[src/hw/rtl/i2cblm_pkg.sv]
package i2cblm_pkg;

    // command field
    localparam int CMD_W = 3;
    localparam logic [CMD_W-1:0] CMD_START     = 3'd0;
    localparam logic [CMD_W-1:0] CMD_STOP      = 3'd1;
    localparam logic [CMD_W-1:0] CMD_SEND_BYTE = 3'd2;
    localparam logic [CMD_W-1:0] CMD_RECV_BYTE = 3'd3;
    localparam logic [CMD_W-1:0] CMD_SEND_ACK  = 3'd4;
    localparam logic [CMD_W-1:0] CMD_RECV_ACK  = 3'd5;

    // byte and timing widths
    localparam int BITS_PER_BYTE = 8;
    localparam int BIT_IDX_W     = 3;
    localparam int HOLD_W        = 16;
    localparam logic [HOLD_W-1:0] HOLD_RESET = 16'd1000;

    // source of the next sda level
    typedef enum logic [1:0] {
        SDA_ONE,
        SDA_ZERO,
        SDA_MSB,
        SDA_ACK
    } sda_sel_t;

    // controller to datapath
    typedef struct packed {
        logic     load;       // latch the request payload
        logic     load_tx;    // shifter takes tx_byte, else clears
        logic     fire;       // perform one line event
        logic     sda_we;
        sda_sel_t sda_sel;
        logic     scl_we;
        logic     scl_val;
        logic     shift;      // shift transmit byte left
        logic     sample;     // shift in one bus level
        logic     rx_out;     // present assembled byte
        logic     ack_out;    // present sampled ack
        logic     last;
    } ctrl_cmd_t;

    // datapath to controller
    typedef struct packed {
        logic timer_zero;
        logic slot_free;
    } ctrl_stat_t;

endpackage

[src/hw/rtl/i2cblm_cmd_if.sv]
interface i2cblm_cmd_if;
    logic                              valid;
    logic                              ready;
    logic [i2cblm_pkg::CMD_W-1:0]      cmd;
    logic [i2cblm_pkg::BITS_PER_BYTE-1:0] tx_byte;
    logic                              ack_level;
    logic [i2cblm_pkg::BITS_PER_BYTE-1:0] bus_sda_levels;

    modport source (output valid, output cmd, output tx_byte, output ack_level,
                    output bus_sda_levels, input ready);
    modport sink (input valid, input cmd, input tx_byte, input ack_level,
                  input bus_sda_levels, output ready);
endinterface

[src/hw/rtl/i2cblm_evt_if.sv]
interface i2cblm_evt_if;
    logic                                 valid;
    logic                                 ready;
    logic                                 scl_level;
    logic                                 sda_level;
    logic [i2cblm_pkg::BITS_PER_BYTE-1:0] rx_byte;
    logic                                 ack_in;
    logic                                 last_event;

    modport source (output valid, output scl_level, output sda_level, output rx_byte,
                    output ack_in, output last_event, input ready);
    modport sink (input valid, input scl_level, input sda_level, input rx_byte,
                  input ack_in, input last_event, output ready);
endinterface

[src/hw/rtl/i2cblm_ctrl.sv]
module i2cblm_ctrl (
    input  logic                          clk,
    input  logic                          rst_n,
    input  logic                          in_valid,
    input  logic [i2cblm_pkg::CMD_W-1:0]  in_cmd,
    output logic                          in_ready,
    input  i2cblm_pkg::ctrl_stat_t        stat,
    output i2cblm_pkg::ctrl_cmd_t         ctl
);
    import i2cblm_pkg::*;

    typedef enum logic [1:0] {
        ST_IDLE,
        ST_RUN,
        ST_HOLD
    } state_t;

    localparam logic [BIT_IDX_W-1:0] LAST_BIT = BIT_IDX_W'(BITS_PER_BYTE - 1);

    state_t               state_reg, state_next;
    logic [CMD_W-1:0]     cmd_reg, cmd_next;
    logic [1:0]           step_reg, step_next;
    logic [BIT_IDX_W-1:0] bit_reg, bit_next;
    logic                 last_reg, last_next;
    logic                 accept;
    logic                 known;

    assign in_ready = (state_reg == ST_IDLE);
    assign accept   = in_valid && in_ready;

    // only defined commands start a sequence
    always_comb
    begin
        case (in_cmd)
            CMD_START, CMD_STOP, CMD_SEND_BYTE, CMD_RECV_BYTE, CMD_SEND_ACK,
            CMD_RECV_ACK: known = 1'b1;
            default:      known = 1'b0;
        endcase
    end

    // event decode for the current step
    always_comb
    begin
        ctl         = '0;
        ctl.sda_sel = SDA_ONE;
        ctl.load    = accept && known;
        ctl.load_tx = (in_cmd == CMD_SEND_BYTE);
        ctl.fire    = (state_reg == ST_RUN) && stat.slot_free;
        step_next   = step_reg + 2'd1;
        bit_next    = bit_reg;
        unique case (cmd_reg)
            CMD_START:
            begin
                ctl.sda_we  = !step_reg[0];
                ctl.sda_sel = (step_reg == 2'd0) ? SDA_ONE : SDA_ZERO;
                ctl.scl_we  = step_reg[0];
                ctl.scl_val = (step_reg == 2'd1);
                ctl.last    = (step_reg == 2'd3);
            end
            CMD_STOP:
            begin
                ctl.sda_we  = !step_reg[0];
                ctl.sda_sel = (step_reg == 2'd0) ? SDA_ZERO : SDA_ONE;
                ctl.scl_we  = step_reg[0];
                ctl.scl_val = 1'b1;
                ctl.last    = (step_reg == 2'd2);
            end
            CMD_SEND_BYTE:
            begin
                ctl.sda_we  = (step_reg == 2'd0);
                ctl.sda_sel = SDA_MSB;
                ctl.scl_we  = (step_reg != 2'd0);
                ctl.scl_val = (step_reg == 2'd1);
                ctl.shift   = (step_reg == 2'd2);
                ctl.last    = (step_reg == 2'd2) && (bit_reg == LAST_BIT);
                if (step_reg == 2'd2)
                begin
                    step_next = 2'd0;
                    bit_next  = bit_reg + 1'b1;
                end
            end
            CMD_RECV_BYTE:
            begin
                ctl.sda_we  = (step_reg == 2'd0);
                ctl.sda_sel = SDA_ONE;
                ctl.scl_we  = (step_reg != 2'd0);
                ctl.scl_val = (step_reg == 2'd1);
                ctl.sample  = (step_reg == 2'd1);
                ctl.rx_out  = (step_reg == 2'd2) && (bit_reg == LAST_BIT);
                ctl.last    = ctl.rx_out;
                if (step_reg == 2'd2)
                begin
                    step_next = 2'd1;
                    bit_next  = bit_reg + 1'b1;
                end
            end
            CMD_SEND_ACK, CMD_RECV_ACK:
            begin
                ctl.sda_we  = (step_reg == 2'd0);
                ctl.sda_sel = (cmd_reg == CMD_SEND_ACK) ? SDA_ACK : SDA_ONE;
                ctl.scl_we  = (step_reg != 2'd0);
                ctl.scl_val = (step_reg == 2'd1);
                ctl.ack_out = (cmd_reg == CMD_RECV_ACK) && (step_reg == 2'd2);
                ctl.last    = (step_reg == 2'd2);
            end
            default:
            begin
                ctl.fire = 1'b0;
            end
        endcase
        if (ctl.last)
        begin
            step_next = 2'd0;
            bit_next  = '0;
        end
    end

    // sequencer next state
    always_comb
    begin
        state_next = state_reg;
        cmd_next   = cmd_reg;
        last_next  = last_reg;
        unique case (state_reg)
            ST_IDLE:
            begin
                if (accept && known)
                begin
                    cmd_next   = in_cmd;
                    state_next = ST_RUN;
                end
            end
            ST_RUN:
            begin
                if (ctl.fire)
                begin
                    last_next  = ctl.last;
                    state_next = ST_HOLD;
                end
            end
            ST_HOLD:
            begin
                if (stat.timer_zero)
                    state_next = last_reg ? ST_IDLE : ST_RUN;
            end
            default: state_next = ST_IDLE;
        endcase
    end

    // state and counters
    always_ff @(posedge clk or negedge rst_n)
    begin
        if (!rst_n)
        begin
            state_reg <= ST_IDLE;
            cmd_reg   <= CMD_START;
            step_reg  <= 2'd0;
            bit_reg   <= '0;
            last_reg  <= 1'b0;
        end
        else
        begin
            state_reg <= state_next;
            cmd_reg   <= cmd_next;
            last_reg  <= last_next;
            if (ctl.fire)
            begin
                step_reg <= step_next;
                bit_reg  <= bit_next;
            end
        end
    end

    a_fire_then_hold: assert property (@(posedge clk) disable iff (!rst_n)
        ctl.fire |=> state_reg == ST_HOLD)
        else $error("event not followed by hold");

    a_idle_counters_clear: assert property (@(posedge clk) disable iff (!rst_n)
        state_reg == ST_IDLE |-> (step_reg == 2'd0) && (bit_reg == '0))
        else $error("counters not cleared at end of sequence");

    a_known_starts: assert property (@(posedge clk) disable iff (!rst_n)
        accept && known |=> state_reg == ST_RUN)
        else $error("accepted request did not start");

endmodule

[src/hw/rtl/i2cblm_datapath.sv]
module i2cblm_datapath (
    input  logic                                 clk,
    input  logic                                 rst_n,
    input  logic                                 cfg_wr_en,
    input  logic [i2cblm_pkg::HOLD_W-1:0]        cfg_wr_data,
    input  logic [i2cblm_pkg::BITS_PER_BYTE-1:0] tx_byte,
    input  logic                                 ack_level,
    input  logic [i2cblm_pkg::BITS_PER_BYTE-1:0] bus_sda_levels,
    input  i2cblm_pkg::ctrl_cmd_t                ctl,
    output i2cblm_pkg::ctrl_stat_t               stat,
    i2cblm_evt_if.source                         evt
);
    import i2cblm_pkg::*;

    localparam int MSB = BITS_PER_BYTE - 1;

    logic [HOLD_W-1:0]        hold_reg;
    logic [HOLD_W-1:0]        timer_reg;
    logic                     scl_reg, sda_reg;
    logic                     scl_next, sda_next;
    logic [BITS_PER_BYTE-1:0] shift_reg;
    logic [BITS_PER_BYTE-1:0] bus_reg;
    logic                     ack_reg;
    logic                     out_valid_reg;
    logic                     out_scl_reg, out_sda_reg, out_ack_reg, out_last_reg;
    logic [BITS_PER_BYTE-1:0] out_rx_reg;

    assign stat.timer_zero = (timer_reg == '0);
    assign stat.slot_free  = !out_valid_reg || evt.ready;

    // line levels after this event
    always_comb
    begin
        scl_next = ctl.scl_we ? ctl.scl_val : scl_reg;
        sda_next = sda_reg;
        if (ctl.sda_we)
        begin
            unique case (ctl.sda_sel)
                SDA_ONE:  sda_next = 1'b1;
                SDA_ZERO: sda_next = 1'b0;
                SDA_MSB:  sda_next = shift_reg[MSB];
                SDA_ACK:  sda_next = ack_reg;
                default:  sda_next = 1'b1;
            endcase
        end
    end

    // hold register, line drivers, shifter and hold timer
    always_ff @(posedge clk or negedge rst_n)
    begin
        if (!rst_n)
        begin
            hold_reg  <= HOLD_RESET;
            timer_reg <= '0;
            scl_reg   <= 1'b1;
            sda_reg   <= 1'b1;
            shift_reg <= '0;
        end
        else
        begin
            if (cfg_wr_en)
                hold_reg <= cfg_wr_data;
            if (ctl.load)
            begin
                shift_reg <= ctl.load_tx ? tx_byte : '0;
            end
            else if (ctl.fire && ctl.shift)
            begin
                shift_reg <= {shift_reg[MSB-1:0], 1'b0};
            end
            else if (ctl.fire && ctl.sample)
            begin
                shift_reg <= {shift_reg[MSB-1:0], bus_reg[MSB]};
            end
            if (ctl.fire)
            begin
                scl_reg   <= scl_next;
                sda_reg   <= sda_next;
                timer_reg <= hold_reg;
            end
            else if (timer_reg != '0)
            begin
                timer_reg <= timer_reg - 1'b1;
            end
        end
    end

    // request payload kept for the sequence
    always_ff @(posedge clk)
    begin
        if (ctl.load)
        begin
            bus_reg <= bus_sda_levels;
            ack_reg <= ack_level;
        end
        else if (ctl.fire && ctl.sample)
        begin
            bus_reg <= {bus_reg[MSB-1:0], 1'b0};
        end
    end

    // result register
    always_ff @(posedge clk or negedge rst_n)
    begin
        if (!rst_n)
            out_valid_reg <= 1'b0;
        else if (ctl.fire)
            out_valid_reg <= 1'b1;
        else if (evt.ready)
            out_valid_reg <= 1'b0;
    end

    always_ff @(posedge clk)
    begin
        if (ctl.fire)
        begin
            out_scl_reg  <= scl_next;
            out_sda_reg  <= sda_next;
            out_rx_reg   <= ctl.rx_out ? shift_reg : '0;
            out_ack_reg  <= ctl.ack_out ? bus_reg[MSB] : 1'b0;
            out_last_reg <= ctl.last;
        end
    end

    assign evt.valid      = out_valid_reg;
    assign evt.scl_level  = out_scl_reg;
    assign evt.sda_level  = out_sda_reg;
    assign evt.rx_byte    = out_rx_reg;
    assign evt.ack_in     = out_ack_reg;
    assign evt.last_event = out_last_reg;

    a_no_overwrite: assert property (@(posedge clk) disable iff (!rst_n)
        ctl.fire |-> !out_valid_reg || evt.ready)
        else $error("result overwritten before it was taken");

    a_rx_only_last: assert property (@(posedge clk) disable iff (!rst_n)
        out_valid_reg && !out_last_reg |-> out_rx_reg == '0)
        else $error("received byte shown before last event");

    a_ack_only_last: assert property (@(posedge clk) disable iff (!rst_n)
        out_valid_reg && !out_last_reg |-> !out_ack_reg)
        else $error("ack shown before last event");

endmodule

[src/hw/rtl/i2c_bit_level_master_core.sv]
// I2C bit-level master.
// cmd_ch carries one request: cmd (start, stop, send byte, receive byte,
// send ack, receive ack), the byte to send, the ack level to drive and the
// SDA levels the bus presents at the SCL-high sample points, MSB first.
// evt_ch gives one result per line event: SCL and SDA levels after the
// event, the received byte or sampled ack on the final event, and a flag
// that marks the final event of the request.
// cfg_wr_en / cfg_wr_data set the hold timer's reload value, which sets how long each event is held;
// write it only while the block is idle.
// Requests are taken one at a time: a request takes 3 to 24 events, each
// held by the hold timer in the datapath. A taken request moves the
// sequencer to its run state, where the first event fires into the result
// register; undefined command codes are accepted and dropped.
// When evt_ch stalls, an event waits in the result register and the next
// event is held back until it is taken; the hold timer keeps running.
// A new request is taken once the hold of the last event has run out.
// Reset releases both lines, clears the sequencer and loads HOLD_RESET into the hold register.
module i2c_bit_level_master_core (
    input  logic                           clk,
    input  logic                           rst_n,
    input  logic                           cfg_wr_en,
    input  logic [i2cblm_pkg::HOLD_W-1:0]  cfg_wr_data,
    i2cblm_cmd_if.sink                     cmd_ch,
    i2cblm_evt_if.source                   evt_ch
);
    import i2cblm_pkg::*;

    ctrl_cmd_t  ctl;
    ctrl_stat_t stat;

    // sequencer
    i2cblm_ctrl u_ctrl (
        .clk      (clk),
        .rst_n    (rst_n),
        .in_valid (cmd_ch.valid),
        .in_cmd   (cmd_ch.cmd),
        .in_ready (cmd_ch.ready),
        .stat     (stat),
        .ctl      (ctl)
    );

    // line state, shifters, timer and result register
    i2cblm_datapath u_datapath (
        .clk            (clk),
        .rst_n          (rst_n),
        .cfg_wr_en      (cfg_wr_en),
        .cfg_wr_data    (cfg_wr_data),
        .tx_byte        (cmd_ch.tx_byte),
        .ack_level      (cmd_ch.ack_level),
        .bus_sda_levels (cmd_ch.bus_sda_levels),
        .ctl            (ctl),
        .stat           (stat),
        .evt            (evt_ch)
    );

endmodule
[src/flat_wrapper.sv]
// flat-port wrapper written by rule: the top's interface ports become plain ports
module i2c_bit_level_master_core_flat import i2cblm_pkg::*;
  (clk, rst_n, cfg_wr_en, cfg_wr_data, cmd_ch_valid, cmd_ch_cmd, cmd_ch_tx_byte, cmd_ch_ack_level, cmd_ch_bus_sda_levels, cmd_ch_ready, evt_ch_valid, evt_ch_scl_level, evt_ch_sda_level, evt_ch_rx_byte, evt_ch_ack_in, evt_ch_last_event, evt_ch_ready);
  i2cblm_cmd_if cmd_ch_i ();
  i2cblm_evt_if evt_ch_i ();
  input  logic clk;
  input  logic rst_n;
  input  logic cfg_wr_en;
  input  logic [i2cblm_pkg::HOLD_W-1:0] cfg_wr_data;
  input wire logic [$bits(cmd_ch_i.valid)-1:0] cmd_ch_valid;
  input wire logic [$bits(cmd_ch_i.cmd)-1:0] cmd_ch_cmd;
  input wire logic [$bits(cmd_ch_i.tx_byte)-1:0] cmd_ch_tx_byte;
  input wire logic [$bits(cmd_ch_i.ack_level)-1:0] cmd_ch_ack_level;
  input wire logic [$bits(cmd_ch_i.bus_sda_levels)-1:0] cmd_ch_bus_sda_levels;
  output wire logic [$bits(cmd_ch_i.ready)-1:0] cmd_ch_ready;
  output wire logic [$bits(evt_ch_i.valid)-1:0] evt_ch_valid;
  output wire logic [$bits(evt_ch_i.scl_level)-1:0] evt_ch_scl_level;
  output wire logic [$bits(evt_ch_i.sda_level)-1:0] evt_ch_sda_level;
  output wire logic [$bits(evt_ch_i.rx_byte)-1:0] evt_ch_rx_byte;
  output wire logic [$bits(evt_ch_i.ack_in)-1:0] evt_ch_ack_in;
  output wire logic [$bits(evt_ch_i.last_event)-1:0] evt_ch_last_event;
  input wire logic [$bits(evt_ch_i.ready)-1:0] evt_ch_ready;
  assign cmd_ch_i.valid = cmd_ch_valid;
  assign cmd_ch_i.cmd = cmd_ch_cmd;
  assign cmd_ch_i.tx_byte = cmd_ch_tx_byte;
  assign cmd_ch_i.ack_level = cmd_ch_ack_level;
  assign cmd_ch_i.bus_sda_levels = cmd_ch_bus_sda_levels;
  assign cmd_ch_ready = cmd_ch_i.ready;
  assign evt_ch_valid = evt_ch_i.valid;
  assign evt_ch_scl_level = evt_ch_i.scl_level;
  assign evt_ch_sda_level = evt_ch_i.sda_level;
  assign evt_ch_rx_byte = evt_ch_i.rx_byte;
  assign evt_ch_ack_in = evt_ch_i.ack_in;
  assign evt_ch_last_event = evt_ch_i.last_event;
  assign evt_ch_i.ready = evt_ch_ready;
  i2c_bit_level_master_core u_core (.clk(clk), .rst_n(rst_n), .cfg_wr_en(cfg_wr_en), .cfg_wr_data(cfg_wr_data), .cmd_ch(cmd_ch_i), .evt_ch(evt_ch_i));
endmodule
[config.mk]
export PLATFORM = sky130hd
export DESIGN_NAME = i2c_bit_level_master_core_flat
export DESIGN_NICKNAME = d
export VERILOG_FILES = /design/src/hw/rtl/i2cblm_pkg.sv /design/src/hw/rtl/i2cblm_cmd_if.sv /design/src/hw/rtl/i2cblm_evt_if.sv /design/src/hw/rtl/i2cblm_ctrl.sv /design/src/hw/rtl/i2cblm_datapath.sv /design/src/hw/rtl/i2c_bit_level_master_core.sv /design/src/flat_wrapper.sv
export SDC_FILE = /design/constraint.sdc
export NUM_CORES = 1
export LEC_CHECK = 0
export BUFFER_PORTS_ARGS = -buffer_cell sky130_fd_sc_hd__buf_2
export CELL_PAD_IN_SITES_DETAIL_PLACEMENT = 0
export CELL_PAD_IN_SITES_GLOBAL_PLACEMENT = 1
export CORE_MARGIN = 2
export CORE_UTILIZATION = 40
export DETAILED_ROUTE_END_ITERATION = 8
export GPL_TIMING_DRIVEN = 0
export PLACE_DENSITY_LB_ADDON = 0.1
export SLEW_MARGIN = 20
export SYNTH_ARGS = -nofsm -noshare
export SYNTH_HDL_FRONTEND = slang
export SYNTH_SLANG_ARGS = --single-unit
[constraint.sdc]
create_clock -name clk -period 1.8 [get_ports clk]
set_input_delay 0.54 -clock clk [delete_from_list [all_inputs] [get_ports clk]]
set_output_delay 0.54 -clock clk [all_outputs]
set_load 0.01 [all_outputs]
Yosys cells after proc, flatten, opt, wreduce, memory -nomap -nowiden. Index checks and enable logic that the tools add are counted.

Bits in registers: 75. Logic and storage cells: 111. Memories: 0. Output and inout port bits: 14. Input bits: 41. RAM bits: 0. Latch bits: 0. ROM bits: 0.

Multiplexer cells: 35. Reduce and logical (&&, ||, !) cells: 33. Div/mod/pow operators: 0. Shift operators: 0. Bitwise logic cells: 0. Multipliers: 0. Equal/unequal tests: 22. Order comparisons: 0. $add $sub $neg: 3.

Operators by type and width (count): 8-bit 2-to-1 mux (6); 16-bit 2-to-1 mux (2); 5-bit case mux with 5 select lines (1); 16-bit zero test (1); 2-bit 2-to-1 mux (8); 16-bit nonzero test (1); 16-bit by 1-bit subtractor with 16-bit output (second input constant) (1); 3-bit == test (second input constant) (5); 3-bit by 2-bit == test with 1-bit output (second input constant) (4); 2-bit nonzero test (6); 6-bit OR reduction (2); 1-bit 2-to-1 mux (11); 2-bit == test (second input constant) (5); 3-bit 2-to-1 mux (3); 1-bit logical AND (7); 2-bit by 1-bit == test with 1-bit output (second input constant) (3); 3-bit by 1-bit == test with 1-bit output (second input constant) (2); 2-bit zero test (3); 3-bit zero test (2); 2-bit case mux with 3 select lines (1); 3-bit AND reduction (2); 2-bit by 1-bit != test with 1-bit output (second input constant) (2); 1-bit case mux with 4 select lines (1); 2-bit case mux with 2 select lines (1); 10 further kinds (13).

Longest topological paths before layout.
Depth in word-level cells: 8. Depth in mapped cells: 8. Gate-level depth less buffers: 6.

Cells and area by module. From an unflattened synthesis, not the netlist that was laid out.

Cell total of the unflattened synthesis: 316. Area, all modules: 3691.0 µm².

Modules (own cells, without submodules): i2cblm_datapath (area an instance 2892.8 µm², cells an instance 232, seq. area each 1716.6 µm², instances 1); i2cblm_ctrl (area an instance 798.3 µm², cells an instance 84, seq. area each 275.3 µm², instances 1).

Worst setup path after synthesis. OpenSTA, ideal clock, no wires.

Kind: register -> register. Start: reg u_core.u_ctrl.step_reg[0]. End: reg u_core.u_datapath.scl_reg. Period minus slack after synthesis: 1.934 ns. Slack: -0.134 ns. Buffers on the path: 0. Library setup time: 0.082 ns. Data arrival time: 1.852 ns. Stages on the path, launching flop included: 7. Required time: 1.718 ns. Cells stage by stage: dfrtp_1 inv_1 ha_1 or3b_2 o31ai_1 mux2_2 mux2_2.

Cells in the longest elaborated chain, start to end: 3. Elaborated cells between the ends (all ways): 4. Classes of those cells: eq/ne: 1; mux: 2; reduce/logical: 1.

RTL lines: start: declaration (line i2cblm_ctrl.sv:22) `logic [1:0] step_reg, step_next;`; start signal: assignment (line i2cblm_ctrl.sv:168) `step_reg <= step_next;`; 2-bit by 1-bit == test with 1-bit output / 2-bit nonzero test (equally long branches); 5-bit case mux with 5 select lines * (line i2cblm_ctrl.sv:51) `unique case (cmd_reg)`; 1-bit 2-to-1 mux * (line i2cblm_datapath.sv:34) `scl_next = ctl.scl_we ? ctl.scl_val : scl_reg;`; via u_core.u_datapath.scl_next (line i2cblm_datapath.sv:20) `logic scl_next, sda_next;`; end signal: assignment (line i2cblm_datapath.sv:77) `scl_reg <= scl_next;`; end: declaration (line i2cblm_datapath.sv:19) `logic scl_reg, sda_reg;`.

The timed path passes the listed nets; every way through them passes the cells marked *. A chain may end at the register's enable or synchronous reset.

Worst setup path after layout.
Start: reg u_core.u_datapath.timer_reg[0]. End: reg u_core.u_datapath.timer_reg[1].

Cells in the longest elaborated chain, start to end: 3. Elaborated cells between the ends (all ways): 5. Classes of those cells: add/sub: 1; mux: 2; reduce/logical: 2.

RTL lines: start: declaration (line i2cblm_datapath.sv:18) `logic [HOLD_W-1:0] timer_reg;`; start signal: assignment (line i2cblm_datapath.sv:79) `timer_reg <= hold_reg;`; start signal: assignment (line i2cblm_datapath.sv:83) `timer_reg <= timer_reg - 1'b1;`; 16-bit by 1-bit subtractor with 16-bit output (line i2cblm_datapath.sv:83); 16-bit 2-to-1 mux (line i2cblm_datapath.sv:81) `else if (timer_reg != '0)`; 16-bit 2-to-1 mux (line i2cblm_datapath.sv:75) `if (ctl.fire)`.

Several ways; a longest one is shown, not always the timed one. The select of a mux whose other input is x is not followed.

==> impl_metrics.toml <==
[layout]
finish.utilization_pct = 53.86
stdcell_count = 558
nNetsFinal = 492
final_common_cell = "buf_2"
layout_common_cells = "buf_2 (51), nand2_1 (44), dfrtp_1 (40)"
antenna_cells = 0
area_growth_pct = 32.17
drive_above_1_share_pct = 44.74

[clocking]
cts_tree = "built"
clockBufferDepth = 2
clk_pin_slew_ns = 0.08
cts_buffers = 9
root_buffer = "clkbuf_8"
htree_levels = 3
clock_latency_ns = 0.35
clock_sinks = 75

[grt]
grt-ovfl-total = 0
antenna_found_initial = 0
grt_util_all_layers_pct = 18.85
grt_max_degree = 55
grt_pass1_vias = 2928
grt_use_met2_pct = 31.13
global_route.usage.met3_pct = 3.398
grt_pass1_wl_mm = 14.91
busiest_layer = "met2"
grt.met1_usage_pct = 25.16

[drt]
route.detailed.drc = 0
dr.first_iter.drc_count = 125
drtPass1Iterations = 4
vias = 2938
via_per_inst = 5.265
ant_nets = 0
wl_mm = 9.008
wl_per_cell_microns = 16.14

[floorplanning]
initial_core_util_pct = 40.75
fp.dieH_microns = 100.6
ios = 55
rows = 35
die_area_sq_mm = 0.01011
core_sq_mm = 0.009153
die_w_microns = 100.6

[place]
dp_hpwl_mm = 5.852
place_inst = 509
numPortBuffers = 53
gp_congestion = 0.8094

[yosys]
syn_nets = 395
ys_async_sr_fraction_pct = 72.00
ys_top_cells_by_area = "dfrtp_1 (31%), edfxtp_1 (17%), mux2_2 (7.5%), dfstp_2 (5.6%), nand2_1 (4.8%)"
yosysUniqueCellTypes = 52
ys_ff_latch = 75
yosysSeqAreaShare_pct = 53.40
netlist_area_sq_mm = 0.003730
synth-edff-count = 21
avgSynthCellArea_sq_um = 10.81
synth_warnings = 0
yosysTopAreaCellShare_pct = 30.86
synth_cells = 345
synth_flop_cell = "dfrtp_1"
yosys.area.top_type = "dfrtp_1"

[timing]
worst_slew_pin_slew_ns = 0.7195
finalHoldViolations = 0
max_slew_margin_pct = 52.03
period_needed_ns = 1.812
skew_ns = 0.01777
max_freq_mhz = 551.7
whs_ns = 0.2440
finalSetupViolations = 3
worst_slack_ns = -0.01247
finalMaxSlewViolations = 0
grt_setup_unrepaired = "yes"
fin_crit_sh_pct = 100.7

[setup_path]
worstPathCellList = "inv_2 -> ha_4 -> nor4b_4 -> and4_4 -> buf_8 -> mux2_4 -> a21oi_2"
crit_required_ns = 2.07
start_kind = "register"
cp_max_fo = 5
crit_type = "register to register"
cp_slowest_cell = "dfrtp_1"
crit_arrival_ns = 2.09
crit_path_end_kind = "register"
max_stage_delay_ns = 0.42

[job]
maxCapViolCount = 0

[run_status]
status = "complete, but fails checks"
failed_checks = "negative setup slack"

[min_path]
min_path_type = "primary input to async pin"

[pwr]
leakage_nw = 2.100
vdd_drop_max_mv = 0.5154
p_per_area_mw_per_mm2 = 1514
## synth_stat cells (4+ instances only)
| cell | number |
|---|---|
| dfrtp_1 | 46 |
| o31ai_1 | 5 |
| buf_2 | 4 |
| ha_1 | 9 |
| nand4_1 | 12 |
| clkbuf_1 | 10 |
| mux2_2 | 25 |
| inv_1 | 10 |
| nand2_1 | 48 |
| a21boi_0 | 8 |
| o21ai_0 | 21 |
| a31oi_1 | 10 |
| edfxtp_1 | 21 |
| nand3_1 | 9 |
| nor3_1 | 5 |
| nor2b_1 | 5 |
| or3_1 | 4 |
| and2_1 | 9 |
| dfstp_2 | 8 |
| or4_1 | 5 |
| nor2_1 | 16 |
| nand2b_1 | 6 |
| a21oi_1 | 7 |
## through the flow
stage | area (sq um) | TNS, ns | worst slack [ns] | power (mW)
floorplan | 3785 | -0.05906 | -0.05906 | 4.518
global placement | 4189 | -21.03 | -0.5502 | 5.191
detailed placement | 4192 | -23.14 | -0.5844 | 5.242
CTS | 4628 | -0.8798 | -0.08008 | 6.964
global route | 4930 | -0.6786 | -0.1052 | 8.035
finish | 4930 | -0.02554 | -0.01247 | 7.464
## worst max-delay path: cells and delay by family, from the launching register on
kind	cells	cell delay, ns
AOI/OAI and AO/OA	1	0.11
adders and majority gates	1	0.13
muxes	1	0.30
and+or+nand+nor	2	0.54
buffers and inverters	2	0.25
DFF	1	0.42
## worst paths after layout
kind / start / end / slack, ns / depth (start not counted)
setup / recovery: u_core.u_datapath.timer_reg[0] / u_core.u_datapath.timer_reg[1] / -0.01 / 7
hold reg to reg: u_core.u_datapath.hold_reg[4] / u_core.u_datapath.timer_reg[4] / 0.49 / 2
min in group clk: cmd_ch_ack_level / u_core.u_datapath.ack_reg / 0.37 / 1
setup reg to reg: u_core.u_datapath.timer_reg[0] / u_core.u_datapath.timer_reg[1] / -0.01 / 7
hold / removal: rst_n / u_core.u_datapath.hold_reg[0] / 0.24 / 1
max in group asynchronous: rst_n / u_core.u_ctrl.state_reg[0] / 1.03 / 1
## cell type report
cell class	instances	area (sq um)
Fill cell	851	4223
Sequential cell	75	1999
Multi-Input combinational cell	243	1854
Timing Repair Buffer	88	579.3
Clock buffer	12	177.7
Tap cell	111	138.9
Buffer	15	115.1
Inverter	10	37.54
Clock inverter	4	27.53
## logic make-up (layout without fill, tap and decap cells)
group / Yosys count / in the layout / share of synthesized area (%)
muxes: 26 / 26 / 7.816
DFF: 75 / 75 / 53.40
adders and majority gates: 9 / 9 / 3.019
AOI/OAI and AO/OA: 66 / 66 / 11.37
buffers and inverters: 27 / 129 / 3.355
and+or+nand+nor: 137 / 137 / 19.86
xor gates and xnor gates: 5 / 5 / 1.174
## per-layer routing
| layer | up-vias | wire length, microns |
|---|---|---|
| li1 | 1451 | - |
| met1 | 1425 | 4149 |
| met2 | 49 | 4453 |
| met3 | 13 | 283 |
| met4 | 0 | 122 |
| met5 | - | 0 |
## power by group
group	switching (mW)	leakage [nW]	total [mW]	internal (mW)
combinational	1.62	1.16	3.20	1.58
sequential	0.538	0.835	2.93	2.39
clock	0.661	0.107	1.34	0.676
## repair_timing
item	CTS	global route
pin swaps	6	25
hold buffers	0	0
endpoints found under the setup margin	53	55
resized for setup	26	66
buffers inserted	18	16
gates cloned	1	0
(Power assumes the default switching activity.)
